==> src/rtl/ued_pkg.sv <==
// ued_pkg: shared types and constants of the uart embedded event decoder
// no dependencies; imported by the config, core and top-level modules

package ued_pkg;

  localparam int unsigned ByteW     = 8;
  localparam int unsigned FlagW     = 4;
  localparam int unsigned CfgDataW  = 32;
  localparam int unsigned CfgAddrW  = 2;

  localparam logic [ByteW-1:0]    EscapeReset = 8'hFF;
  localparam logic [CfgAddrW-1:0] AddrEscape  = 2'd0;

  // escape codes that follow the escape byte
  localparam logic [ByteW-1:0] CodeLiteral = 8'd0;
  localparam logic [ByteW-1:0] CodeEventA  = 8'd1;
  localparam logic [ByteW-1:0] CodeEventB  = 8'd2;

  // line flags as carried in bits 4..1 of a status byte
  typedef struct packed {
    logic break_f;
    logic framing;
    logic parity;
    logic overrun;
  } ued_flags_t;

  // configuration handed from the register block to the decoder
  typedef struct packed {
    logic [ByteW-1:0] escape_char;
  } ued_cfg_t;

endpackage

==> src/rtl/ued_in_if.sv <==
// ued_in_if: valid/ready channel carrying one raw received byte
// depends on ued_pkg for the byte width

interface ued_in_if;
  import ued_pkg::*;

  logic             valid;
  logic             ready;
  logic [ByteW-1:0] in_byte;

  modport source (output valid, output in_byte, input ready);
  modport sink   (input valid, input in_byte, output ready);
endinterface

==> src/rtl/ued_out_if.sv <==
// ued_out_if: valid/ready channel carrying one decoded character and its flags
// depends on ued_pkg for the byte width

interface ued_out_if;
  import ued_pkg::*;

  logic             valid;
  logic             ready;
  logic [ByteW-1:0] out_char;
  logic             overrun_flag;
  logic             parity_flag;
  logic             framing_flag;
  logic             break_flag;

  modport source (
    output valid, output out_char, output overrun_flag, output parity_flag,
    output framing_flag, output break_flag, input ready
  );
  modport sink (
    input valid, input out_char, input overrun_flag, input parity_flag,
    input framing_flag, input break_flag, output ready
  );
endinterface

==> src/rtl/ued_cfg.sv <==
// ued_cfg: apb-style register block holding the escape byte
// depends on ued_pkg for address, data widths and the config struct

module ued_cfg (
  input  logic                           clk,
  input  logic                           rst_n,
  input  logic                           cfg_psel,
  input  logic                           cfg_penable,
  input  logic                           cfg_pwrite,
  input  logic [ued_pkg::CfgAddrW-1:0]   cfg_paddr,
  input  logic [ued_pkg::CfgDataW-1:0]   cfg_pwdata,
  output logic [ued_pkg::CfgDataW-1:0]   cfg_prdata,
  output logic                           cfg_pready,
  output ued_pkg::ued_cfg_t              cfg
);
  import ued_pkg::*;

  logic [ByteW-1:0] escape_r;
  logic [ByteW-1:0] escape_nxt;
  logic             wr_en;

  assign cfg_pready = 1'b1;
  assign wr_en      = cfg_psel && cfg_penable && cfg_pwrite && cfg_pready;

  always_comb begin
    escape_nxt = escape_r;
    if (wr_en && cfg_paddr == AddrEscape) begin
      escape_nxt = cfg_pwdata[ByteW-1:0];
    end
  end

  always_ff @(posedge clk) begin
    if (!rst_n) begin
      escape_r <= EscapeReset;
    end else begin
      escape_r <= escape_nxt;
    end
  end

  always_comb begin
    cfg_prdata = '0;
    if (cfg_paddr == AddrEscape) begin
      cfg_prdata = {{(CfgDataW-ByteW){1'b0}}, escape_r};
    end
  end

  assign cfg.escape_char = escape_r;
endmodule

==> src/rtl/ued_core.sv <==
// ued_core: escape-sequence phase machine with a registered result stage
// depends on ued_pkg and the ued_in_if / ued_out_if channel interfaces

module ued_core (
  input  logic              clk,
  input  logic              rst_n,
  input  ued_pkg::ued_cfg_t cfg,
  ued_in_if.sink            in_ch,
  ued_out_if.source         out_ch
);
  import ued_pkg::*;

  typedef enum logic [1:0] {
    PH_IDLE   = 2'd0,
    PH_CODE   = 2'd1,
    PH_STATUS = 2'd2,
    PH_DATA   = 2'd3
  } phase_t;

  phase_t           phase_r, phase_nxt;
  ued_flags_t       held_r, held_nxt;
  logic             out_valid_r, out_valid_nxt;
  logic [ByteW-1:0] out_char_r, out_char_nxt;
  ued_flags_t       out_flags_r, out_flags_nxt;

  logic             acc;
  logic             emit;
  logic [ByteW-1:0] emit_char;
  ued_flags_t       emit_flags;
  logic [ByteW-1:0] b;

  assign b           = in_ch.in_byte;
  assign in_ch.ready = !out_valid_r || out_ch.ready;
  assign acc         = in_ch.valid && in_ch.ready;

  always_comb begin
    phase_nxt  = phase_r;
    held_nxt   = held_r;
    emit       = 1'b0;
    emit_char  = b;
    emit_flags = '0;
    case (phase_r)
      PH_IDLE: begin
        if (b == cfg.escape_char) begin
          phase_nxt = PH_CODE;
        end else begin
          emit = 1'b1;
        end
      end
      PH_CODE: begin
        phase_nxt = PH_IDLE;
        if (b == CodeLiteral) begin
          emit      = 1'b1;
          emit_char = cfg.escape_char;
        end else if (b == CodeEventA || b == CodeEventB) begin
          phase_nxt = PH_STATUS;
        end
      end
      PH_STATUS: begin
        held_nxt = ued_flags_t'(b[FlagW:1]);
        if (b[0]) begin
          phase_nxt = PH_DATA;
        end else begin
          phase_nxt  = PH_IDLE;
          emit       = 1'b1;
          emit_char  = '0;
          emit_flags = ued_flags_t'(b[FlagW:1]);
        end
      end
      PH_DATA: begin
        phase_nxt  = PH_IDLE;
        emit       = 1'b1;
        emit_flags = held_r;
      end
      default: begin
        phase_nxt = PH_IDLE;
      end
    endcase
  end

  always_comb begin
    out_valid_nxt = out_valid_r;
    out_char_nxt  = out_char_r;
    out_flags_nxt = out_flags_r;
    if (acc) begin
      out_valid_nxt = emit;
      if (emit) begin
        out_char_nxt  = emit_char;
        out_flags_nxt = emit_flags;
      end
    end else if (out_ch.ready) begin
      out_valid_nxt = 1'b0;
    end
  end

  always_ff @(posedge clk) begin
    if (!rst_n) begin
      phase_r     <= PH_IDLE;
      held_r      <= '0;
      out_valid_r <= 1'b0;
    end else begin
      out_valid_r <= out_valid_nxt;
      if (acc) begin
        phase_r <= phase_nxt;
        held_r  <= held_nxt;
      end
    end
  end

  always_ff @(posedge clk) begin
    out_char_r  <= out_char_nxt;
    out_flags_r <= out_flags_nxt;
  end

  assign out_ch.valid        = out_valid_r;
  assign out_ch.out_char     = out_char_r;
  assign out_ch.overrun_flag = out_flags_r.overrun;
  assign out_ch.parity_flag  = out_flags_r.parity;
  assign out_ch.framing_flag = out_flags_r.framing;
  assign out_ch.break_flag   = out_flags_r.break_f;

  a_escape_to_code: assert property (@(posedge clk) disable iff (!rst_n)
    acc && phase_r == PH_IDLE && b == cfg.escape_char |=> phase_r == PH_CODE && !out_valid_r)
    else $error("escape byte did not open a sequence");

  a_status_to_data: assert property (@(posedge clk) disable iff (!rst_n)
    acc && phase_r == PH_STATUS && b[0] |=> phase_r == PH_DATA && !out_valid_r)
    else $error("status with data bit did not wait for data byte");

  a_plain_clear: assert property (@(posedge clk) disable iff (!rst_n)
    acc && phase_r == PH_IDLE && b != cfg.escape_char
    |=> out_valid_r && out_flags_r == '0 && out_char_r == $past(b))
    else $error("plain byte not passed through with clear flags");

  a_empty_ready: assert property (@(posedge clk) disable iff (!rst_n)
    !out_valid_r |-> in_ch.ready)
    else $error("input stalled with empty result stage");
endmodule

==> src/rtl/uart_embedded_event_decoder.sv <==
// uart_embedded_event_decoder: top level of the embedded line-event decoder
// depends on ued_pkg, ued_in_if, ued_out_if, ued_cfg and ued_core

// Decodes a received uart byte stream in which a programmable escape byte
// (reset 0xFF, register 0 at byte address 0) introduces embedded line events.
// A plain byte passes through with clear flags; escape then code 0 gives the
// escape byte as a literal; escape then code 1 or 2 is followed by a status
// byte whose bits 4..1 carry break, framing, parity and overrun, and status
// bit 0 decides whether the next byte is the data character or a zero
// character is reported at once. Any other code is dropped. The parse phase
// is kept between transfers, so a sequence may be split anywhere. One byte
// is taken every cycle: the phase machine updates per accepted byte and the
// result lands in an output register, so a new byte is accepted whenever
// that register is empty or being drained in the same cycle. Each result is
// offered from that register in the cycle after its input transfer. Write
// the escape register only while no sequence is expected to be in flight.

module uart_embedded_event_decoder (
  input  logic                           clk,
  input  logic                           rst_n,
  ued_in_if.sink                         in_ch,
  ued_out_if.source                      out_ch,
  input  logic                           cfg_psel,
  input  logic                           cfg_penable,
  input  logic                           cfg_pwrite,
  input  logic [ued_pkg::CfgAddrW-1:0]   cfg_paddr,
  input  logic [ued_pkg::CfgDataW-1:0]   cfg_pwdata,
  output logic [ued_pkg::CfgDataW-1:0]   cfg_prdata,
  output logic                           cfg_pready
);
  import ued_pkg::*;

  // escape byte as seen by the decoder
  ued_cfg_t cfg;

  // register block: apb write in the access phase, pready tied high
  ued_cfg u_cfg (
    .clk         (clk),
    .rst_n       (rst_n),
    .cfg_psel    (cfg_psel),
    .cfg_penable (cfg_penable),
    .cfg_pwrite  (cfg_pwrite),
    .cfg_paddr   (cfg_paddr),
    .cfg_pwdata  (cfg_pwdata),
    .cfg_prdata  (cfg_prdata),
    .cfg_pready  (cfg_pready),
    .cfg         (cfg)
  );

  // phase machine and result register
  ued_core u_core (
    .clk    (clk),
    .rst_n  (rst_n),
    .cfg    (cfg),
    .in_ch  (in_ch),
    .out_ch (out_ch)
  );
endmodule
==> src/flat_wrapper.sv <==
// flat-port wrapper written by rule: the top's interface ports become plain ports
module uart_embedded_event_decoder_flat import ued_pkg::*;
  (clk, rst_n, cfg_psel, cfg_penable, cfg_pwrite, cfg_paddr, cfg_pwdata, cfg_prdata, cfg_pready, in_ch_valid, in_ch_in_byte, in_ch_ready, out_ch_valid, out_ch_out_char, out_ch_overrun_flag, out_ch_parity_flag, out_ch_framing_flag, out_ch_break_flag, out_ch_ready);
  ued_in_if in_ch_i ();
  ued_out_if out_ch_i ();
  input  logic clk;
  input  logic rst_n;
  input  logic cfg_psel;
  input  logic cfg_penable;
  input  logic cfg_pwrite;
  input  logic [ued_pkg::CfgAddrW-1:0] cfg_paddr;
  input  logic [ued_pkg::CfgDataW-1:0] cfg_pwdata;
  output logic [ued_pkg::CfgDataW-1:0] cfg_prdata;
  output logic cfg_pready;
  input wire logic [$bits(in_ch_i.valid)-1:0] in_ch_valid;
  input wire logic [$bits(in_ch_i.in_byte)-1:0] in_ch_in_byte;
  output wire logic [$bits(in_ch_i.ready)-1:0] in_ch_ready;
  output wire logic [$bits(out_ch_i.valid)-1:0] out_ch_valid;
  output wire logic [$bits(out_ch_i.out_char)-1:0] out_ch_out_char;
  output wire logic [$bits(out_ch_i.overrun_flag)-1:0] out_ch_overrun_flag;
  output wire logic [$bits(out_ch_i.parity_flag)-1:0] out_ch_parity_flag;
  output wire logic [$bits(out_ch_i.framing_flag)-1:0] out_ch_framing_flag;
  output wire logic [$bits(out_ch_i.break_flag)-1:0] out_ch_break_flag;
  input wire logic [$bits(out_ch_i.ready)-1:0] out_ch_ready;
  assign in_ch_i.valid = in_ch_valid;
  assign in_ch_i.in_byte = in_ch_in_byte;
  assign in_ch_ready = in_ch_i.ready;
  assign out_ch_valid = out_ch_i.valid;
  assign out_ch_out_char = out_ch_i.out_char;
  assign out_ch_overrun_flag = out_ch_i.overrun_flag;
  assign out_ch_parity_flag = out_ch_i.parity_flag;
  assign out_ch_framing_flag = out_ch_i.framing_flag;
  assign out_ch_break_flag = out_ch_i.break_flag;
  assign out_ch_i.ready = out_ch_ready;
  uart_embedded_event_decoder u_core (.clk(clk), .rst_n(rst_n), .in_ch(in_ch_i), .out_ch(out_ch_i), .cfg_psel(cfg_psel), .cfg_penable(cfg_penable), .cfg_pwrite(cfg_pwrite), .cfg_paddr(cfg_paddr), .cfg_pwdata(cfg_pwdata), .cfg_prdata(cfg_prdata), .cfg_pready(cfg_pready));
endmodule
==> config.mk <==
export PLATFORM = sky130hd
export DESIGN_NAME = uart_embedded_event_decoder_flat
export DESIGN_NICKNAME = d
export VERILOG_FILES = /design/src/rtl/ued_pkg.sv /design/src/rtl/ued_in_if.sv /design/src/rtl/ued_out_if.sv /design/src/rtl/ued_cfg.sv /design/src/rtl/ued_core.sv /design/src/rtl/uart_embedded_event_decoder.sv /design/src/flat_wrapper.sv
export SDC_FILE = /design/constraint.sdc
export NUM_CORES = 1
export LEC_CHECK = 0
export BUFFER_PORTS_ARGS = -buffer_cell sky130_fd_sc_hd__buf_2
export CORE_MARGIN = 2
export CORE_UTILIZATION = 43
export CTS_CLUSTER_SIZE = 20
export DETAILED_ROUTE_END_ITERATION = 16
export GPL_ROUTABILITY_DRIVEN = 0
export HOLD_SLACK_MARGIN = 0.15
export PLACE_DENSITY_LB_ADDON = 0.15
export SLEW_MARGIN = 20
export SYNTH_ARGS = -nofsm -noshare
export SYNTH_HDL_FRONTEND = slang
export SYNTH_SLANG_ARGS = --single-unit
==> constraint.sdc <==
create_clock -name clk -period 2.75 [get_ports clk]
set_input_delay 0.55 -clock clk [delete_from_list [all_inputs] [get_ports clk]]
set_output_delay 0.55 -clock clk [all_outputs]
set_load 0.01 [all_outputs]
==> Word level (Yosys, flattened, before mapping) <==
Index checks and enable logic that the tools add are counted.
Widths: inputs -> output; s select.
{ "classes": {"n_eq_ne": 7, "n_mux": 17, "reduce_logical": 14} }
{ "ops": {"columns": ["operator", "n"], "rows": [
  ["$mux 8", 3],
  ["$pmux 8 s2", 1],
  ["$eq 8x1->1 const B", 1],
  ["$eq 8x2->1 const B", 1],
  ["$eq 8x8->1", 1],
  ["$logic_not 8->1", 1],
  ["$mux 2", 4],
  ["$pmux 2 s4", 1],
  ["$pmux 4 s2", 1],
  ["$reduce_and 2->1", 3],
  ["$mux 1", 5],
  ["$eq 2x2->1 const B", 2],
  ["$logic_and 1x1->1", 4],
  ["$logic_not 2->1", 2],
  ["$mux 4", 1],
  ["$pmux 1 s4", 1],
  ["$eq 2x1->1 const B", 1],
  ["$logic_or 1x1->1", 2],
  ["$ne 2x2->1 const B", 1],
  ["$reduce_bool 2->1", 1],
  ["$logic_not 1->1", 1]
]} }
{ "totals": {"ff_bits": 27, "in_bits": 49} }

==> Depth between registers and ports, before layout <==
{ "logic_depth": {"depth_word": 5, "mapped_depth": 6} }

==> Modules after synthesis <==
From an unflattened synthesis, not the netlist that was laid out.
{ "unflattened": {"cells_unflattened": 159, "hier_area_um2": 1597.8} }
{ "modules_own_cells": {"columns": ["module", "n_inst", "cells_per_inst", "area_each_um2", "seq_area_each_um2"], "rows": [
  ["ued_core", 1, 96, 1031.0, 500.5],
  ["ued_cfg", 1, 63, 566.8, 160.2]
]} }

==> Worst setup path after synthesis <==
Ideal clock, no wire load.
{ "synth_timing": {"path_type": "input to register", "startpoint": "input in_ch_in_byte[3]", "endpoint": "register u_core.u_core.out_flags_r (netlist bit u_core.u_core.out_ch.break_flag), enable pin", "arrival_time_ns": 1.868, "required_ns": 2.370, "setup_slack_ns": 0.502, "cell_stages": 5, "path_buffers": 0, "path_cell_list": "nor4_2 > a41oi_1 > o21ai_0 > o21ai_0 > nor2_1"} }
{ "synth_between": {"elab_chain_cells": 4} }
{ "synth_lines": {"columns": ["element", "line_no", "source"], "rows": [
  ["start: declaration", "flat_wrapper.sv:16", "input wire logic [$bits(in_ch_i.in_byte)-1:0] in_ch_in_byte;"],
  ["$eq 8x8->1 or $logic_not 8->1 (tied branches)", "ued_core.sv:44, ued_core.sv:52", null],
  ["$mux 1 (on tied branches)", "ued_core.sv:44, ued_core.sv:52", null],
  ["$pmux 1 s4 (*)", "ued_core.sv:42", "case (phase_r)"],
  ["$reduce_and 2->1 (no line) (*)", null, null],
  ["end signal: assignment", "ued_core.sv:112", "out_flags_r <= out_flags_nxt;"],
  ["end: declaration", "ued_core.sv:24", "ued_flags_t out_flags_r, out_flags_nxt;"]
]} }
Mark *: on every way between the ends. The rest lies on a longest branch, timed or not.
A chain may end at the register's enable or synchronous reset.

==> Worst setup path in the final report <==
{ "layout_timing": {"startpoint": "input cfg_paddr[1] (netlist bit)", "endpoint": "output cfg_prdata[0] (netlist bit)"} }
{ "layout_between": {"elab_chain_cells": 2} }
{ "layout_lines": {"columns": ["element", "line_no", "source"], "rows": [
  ["start: declaration", "flat_wrapper.sv:11", "input logic [ued_pkg::CfgAddrW-1:0] cfg_paddr;"],
  ["$logic_not 2->1", "ued_cfg.sv:42", "if (cfg_paddr == AddrEscape) begin"],
  ["$mux 8", "ued_cfg.sv:42", null],
  ["end: declaration", "flat_wrapper.sv:13", "output logic [ued_pkg::CfgDataW-1:0] cfg_prdata;"]
]} }
No other way between the ends.

==> impl_metrics.ini <==
[job]
cap_violations = 0

[placement]
dp_hpwl_um = 2410
dp_slack_ps = 572
placed_cell_area_um2 = 1730
port_buffers = 46

[clocking]
cts_made_buffers = 3
cts_buffer_depth = 2
clk_latency_ps = 320
clkSinkCount = 27
post-cts-setup-buffers = 0
path_clk_slew_ps = 150
cts_hold_buf = 0
cts_tree = yes
root_buffer = clkbuf_4
htree_levels = 1
cts_resized = 0

[power_and_ir_drop]
power.density_nw_per_um2 = 409
p_sw_frac = 0.261
clock_power_share = 0.233
intPower_w = 0.000532
share_seq_of_total_power = 0.612
leakagePower_nw = 0.838
combPwrFrac = 0.155
vdd_drop_max_mv = 0.155
power.net_switching_w = 0.000188

[synthesis]
yosysSeqAreaShare = 0.425
synth_top_area_frac = 0.232
ys.flop_type = dfxtp_1
synth_edf_count = 12
ys_top_cells_by_area = edfxtp_1 (23%), dfxtp_1 (19%), buf_4 (12%), nand2_1 (4.8%), xor2_1 (4.5%)
ys_seq_elements = 27
yosysWarnings = 0
synthArstFlopShare = 0
synth_most_common_cell = buf_4
ys_top_cells_by_count = buf_4 (25), nand2_1 (20), dfxtp_1 (15), nor2_1 (14), nand3_1 (13)
ys_types = 34
synth_area_um2 = 1560
syn_inst = 166
avgSynthCellArea_um2 = 9.37
synth_top_area_cell = edfxtp_1

[drt]
ant_nets = 0
remaining_drc_errors = 0
num_vias = 1198
routed_via_density = 4.64
wl_per_cell_um = 11.3
firstDrtPassIters = 4
wl_met1_um = 1240
wl_met3_um = 177
drt_wl_total_um = 2920
top_layer_used = met4
wl_met2_um = 1470
drtIter0Drc = 36

[finish]
layout.area.seq_um2 = 661
multiInputGateArea_um2 = 752
n_fill_cell = 353
num-nets-final = 266
drive_above_1_share = 0.269
diodes = 0
final_area_um2 = 1760
area_growth_pct = 13.0

[critical_path]
worst-endpoint-required_ps = 2200
critPathKind = in -> out
setup.worst_path.end_class = output port
startpoint = cfg_paddr[1]
cp_data_arrival_time_ps = 1330
timing.rr.start = u_core.u_core.phase_r[1]
crit_fanout = 10
start_kind = input port

[global_routing]
grt_pass1_wl_um = 4770
grt_overflow = 0
grt.total_usage = 0.147
grt_start_max_net_pins = 16
grt_pass1_vias = 1103
antenna_found_initial = 0

[timing]
slew_viol_final = 0
layout_min_cycle_time_ps = 1880
rsz0062_at_grt = no
skew_ps = 12.2
tns_ps = 0
finalCritPeriodShare = 0.683
fmax_mhz = 532
finalHoldViolCount = 0
worst_slack_ps = 870
setup_viol = 0

[floorplan]
die_y_um = 64.1
die_w_um = 64.1
num_rows = 21
dieArea_um2 = 4110
start_util = 0.455
io_pins = 96
core_um2 = 3420

[worst_hold_path]
hold_start = cfg_pwdata[1]
hold_path_class = in -> reg

[outcome]
status = finished, final reports clean
==> sequential cells by signal (all words and copies together) (netlist names), 2 cells and up <==
signal and flops:
u_core.u_core.out_ch.out_char 8, u_core.u_core.held_r 4, u_core.u_core.phase_r 2, u_core.u_cfg.cfg 8
==> worst max-delay path, stage by stage <==
cell and delay, ps:
buf_2 90, nor2_1 360, and2_1 200, buf_2 130
==> stage by stage <==
step / total power (W) / util / std cells / hold WS, ps
global placement: 0.000559 / 0.507 / 254 / 467
detailed placement: 0.000561 / 0.507 / 254 / 487
global route: 0.000753 / 0.515 / 258 / 420
finish: 0.000719 / 0.515 / 258 / 423
floorplan: 0.000539 / - / 189 / 455
CTS: 0.000727 / 0.515 / 258 / 415
==> per-layer routing <==
metal | vias up | global-route usage
met3 | 4 | 0.0246
met5 | - | 0
met2 | 43 | 0.267
met4 | 0 | 0.0559
li1 | 614 | -
met1 | 537 | 0.171
==> power by group through the flow <==
stage | Clock [W] | Combinational [W] | Sequential [W]
6_report | 0.000168 | 0.000111 | 0.000440
5_1_grt | 0.000188 | 0.000124 | 0.000442
4_1_cts | 0.000175 | 0.000112 | 0.000441
3_5_place_dp | 0 | 0.000111 | 0.000450
3_3_place_gp | 0 | 0.000110 | 0.000449
2_1_floorplan | 0 | 0.0000828 | 0.000456
==> placed cells by master, fill, tap and decap left out, drive strengths merged, types with 2 or more instances in the layout <==
cell type   n
dfxtp      15
nand3      13
conb       25
clkbuf      3
nand4       2
inv         6
buf        47
nor4        4
o21ai       2
edfxtp     12
ha          4
a21oi       4
and2        8
a22o        9
nand2      21
xor2        8
mux2i       3
nor2       14
==> logic make-up after synthesis <==
kind of cell               Yosys count  share of synthesized area
AOI/OAI and AO/OA                   21                      0.105
xor gates and xnor gates             8                     0.0451
adders and majority gates            4                     0.0322
buffers and inverters               34                      0.147
DFF                                 27                      0.425
muxes                                3                     0.0193
other                                2                    0.00483
and+or+nand+nor                     67                      0.222
==> cell type report <==
type / count / share of cell area
sequential: 27 / 0.376
tap: 46 / 0.0327
inverter: 6 / 0.0128
clock inverter: 1 / 0.00285
timing repair buffer: 47 / 0.135
multi-input combinational: 128 / 0.428
clock buffer: 3 / 0.0128
==> worst paths after layout <==
kind	endpoint	slack (ps)	cells past startpoint
hold reg to reg	u_core.u_core.held_r[1]	520	2
hold / removal	u_core.u_cfg.cfg[1]	420	3
setup reg to reg	u_core.u_core.out_ch.out_char[5]	980	7
setup / recovery	cfg_prdata[0]	870	4
No activity file was read; power rests on OpenSTA's default activity.
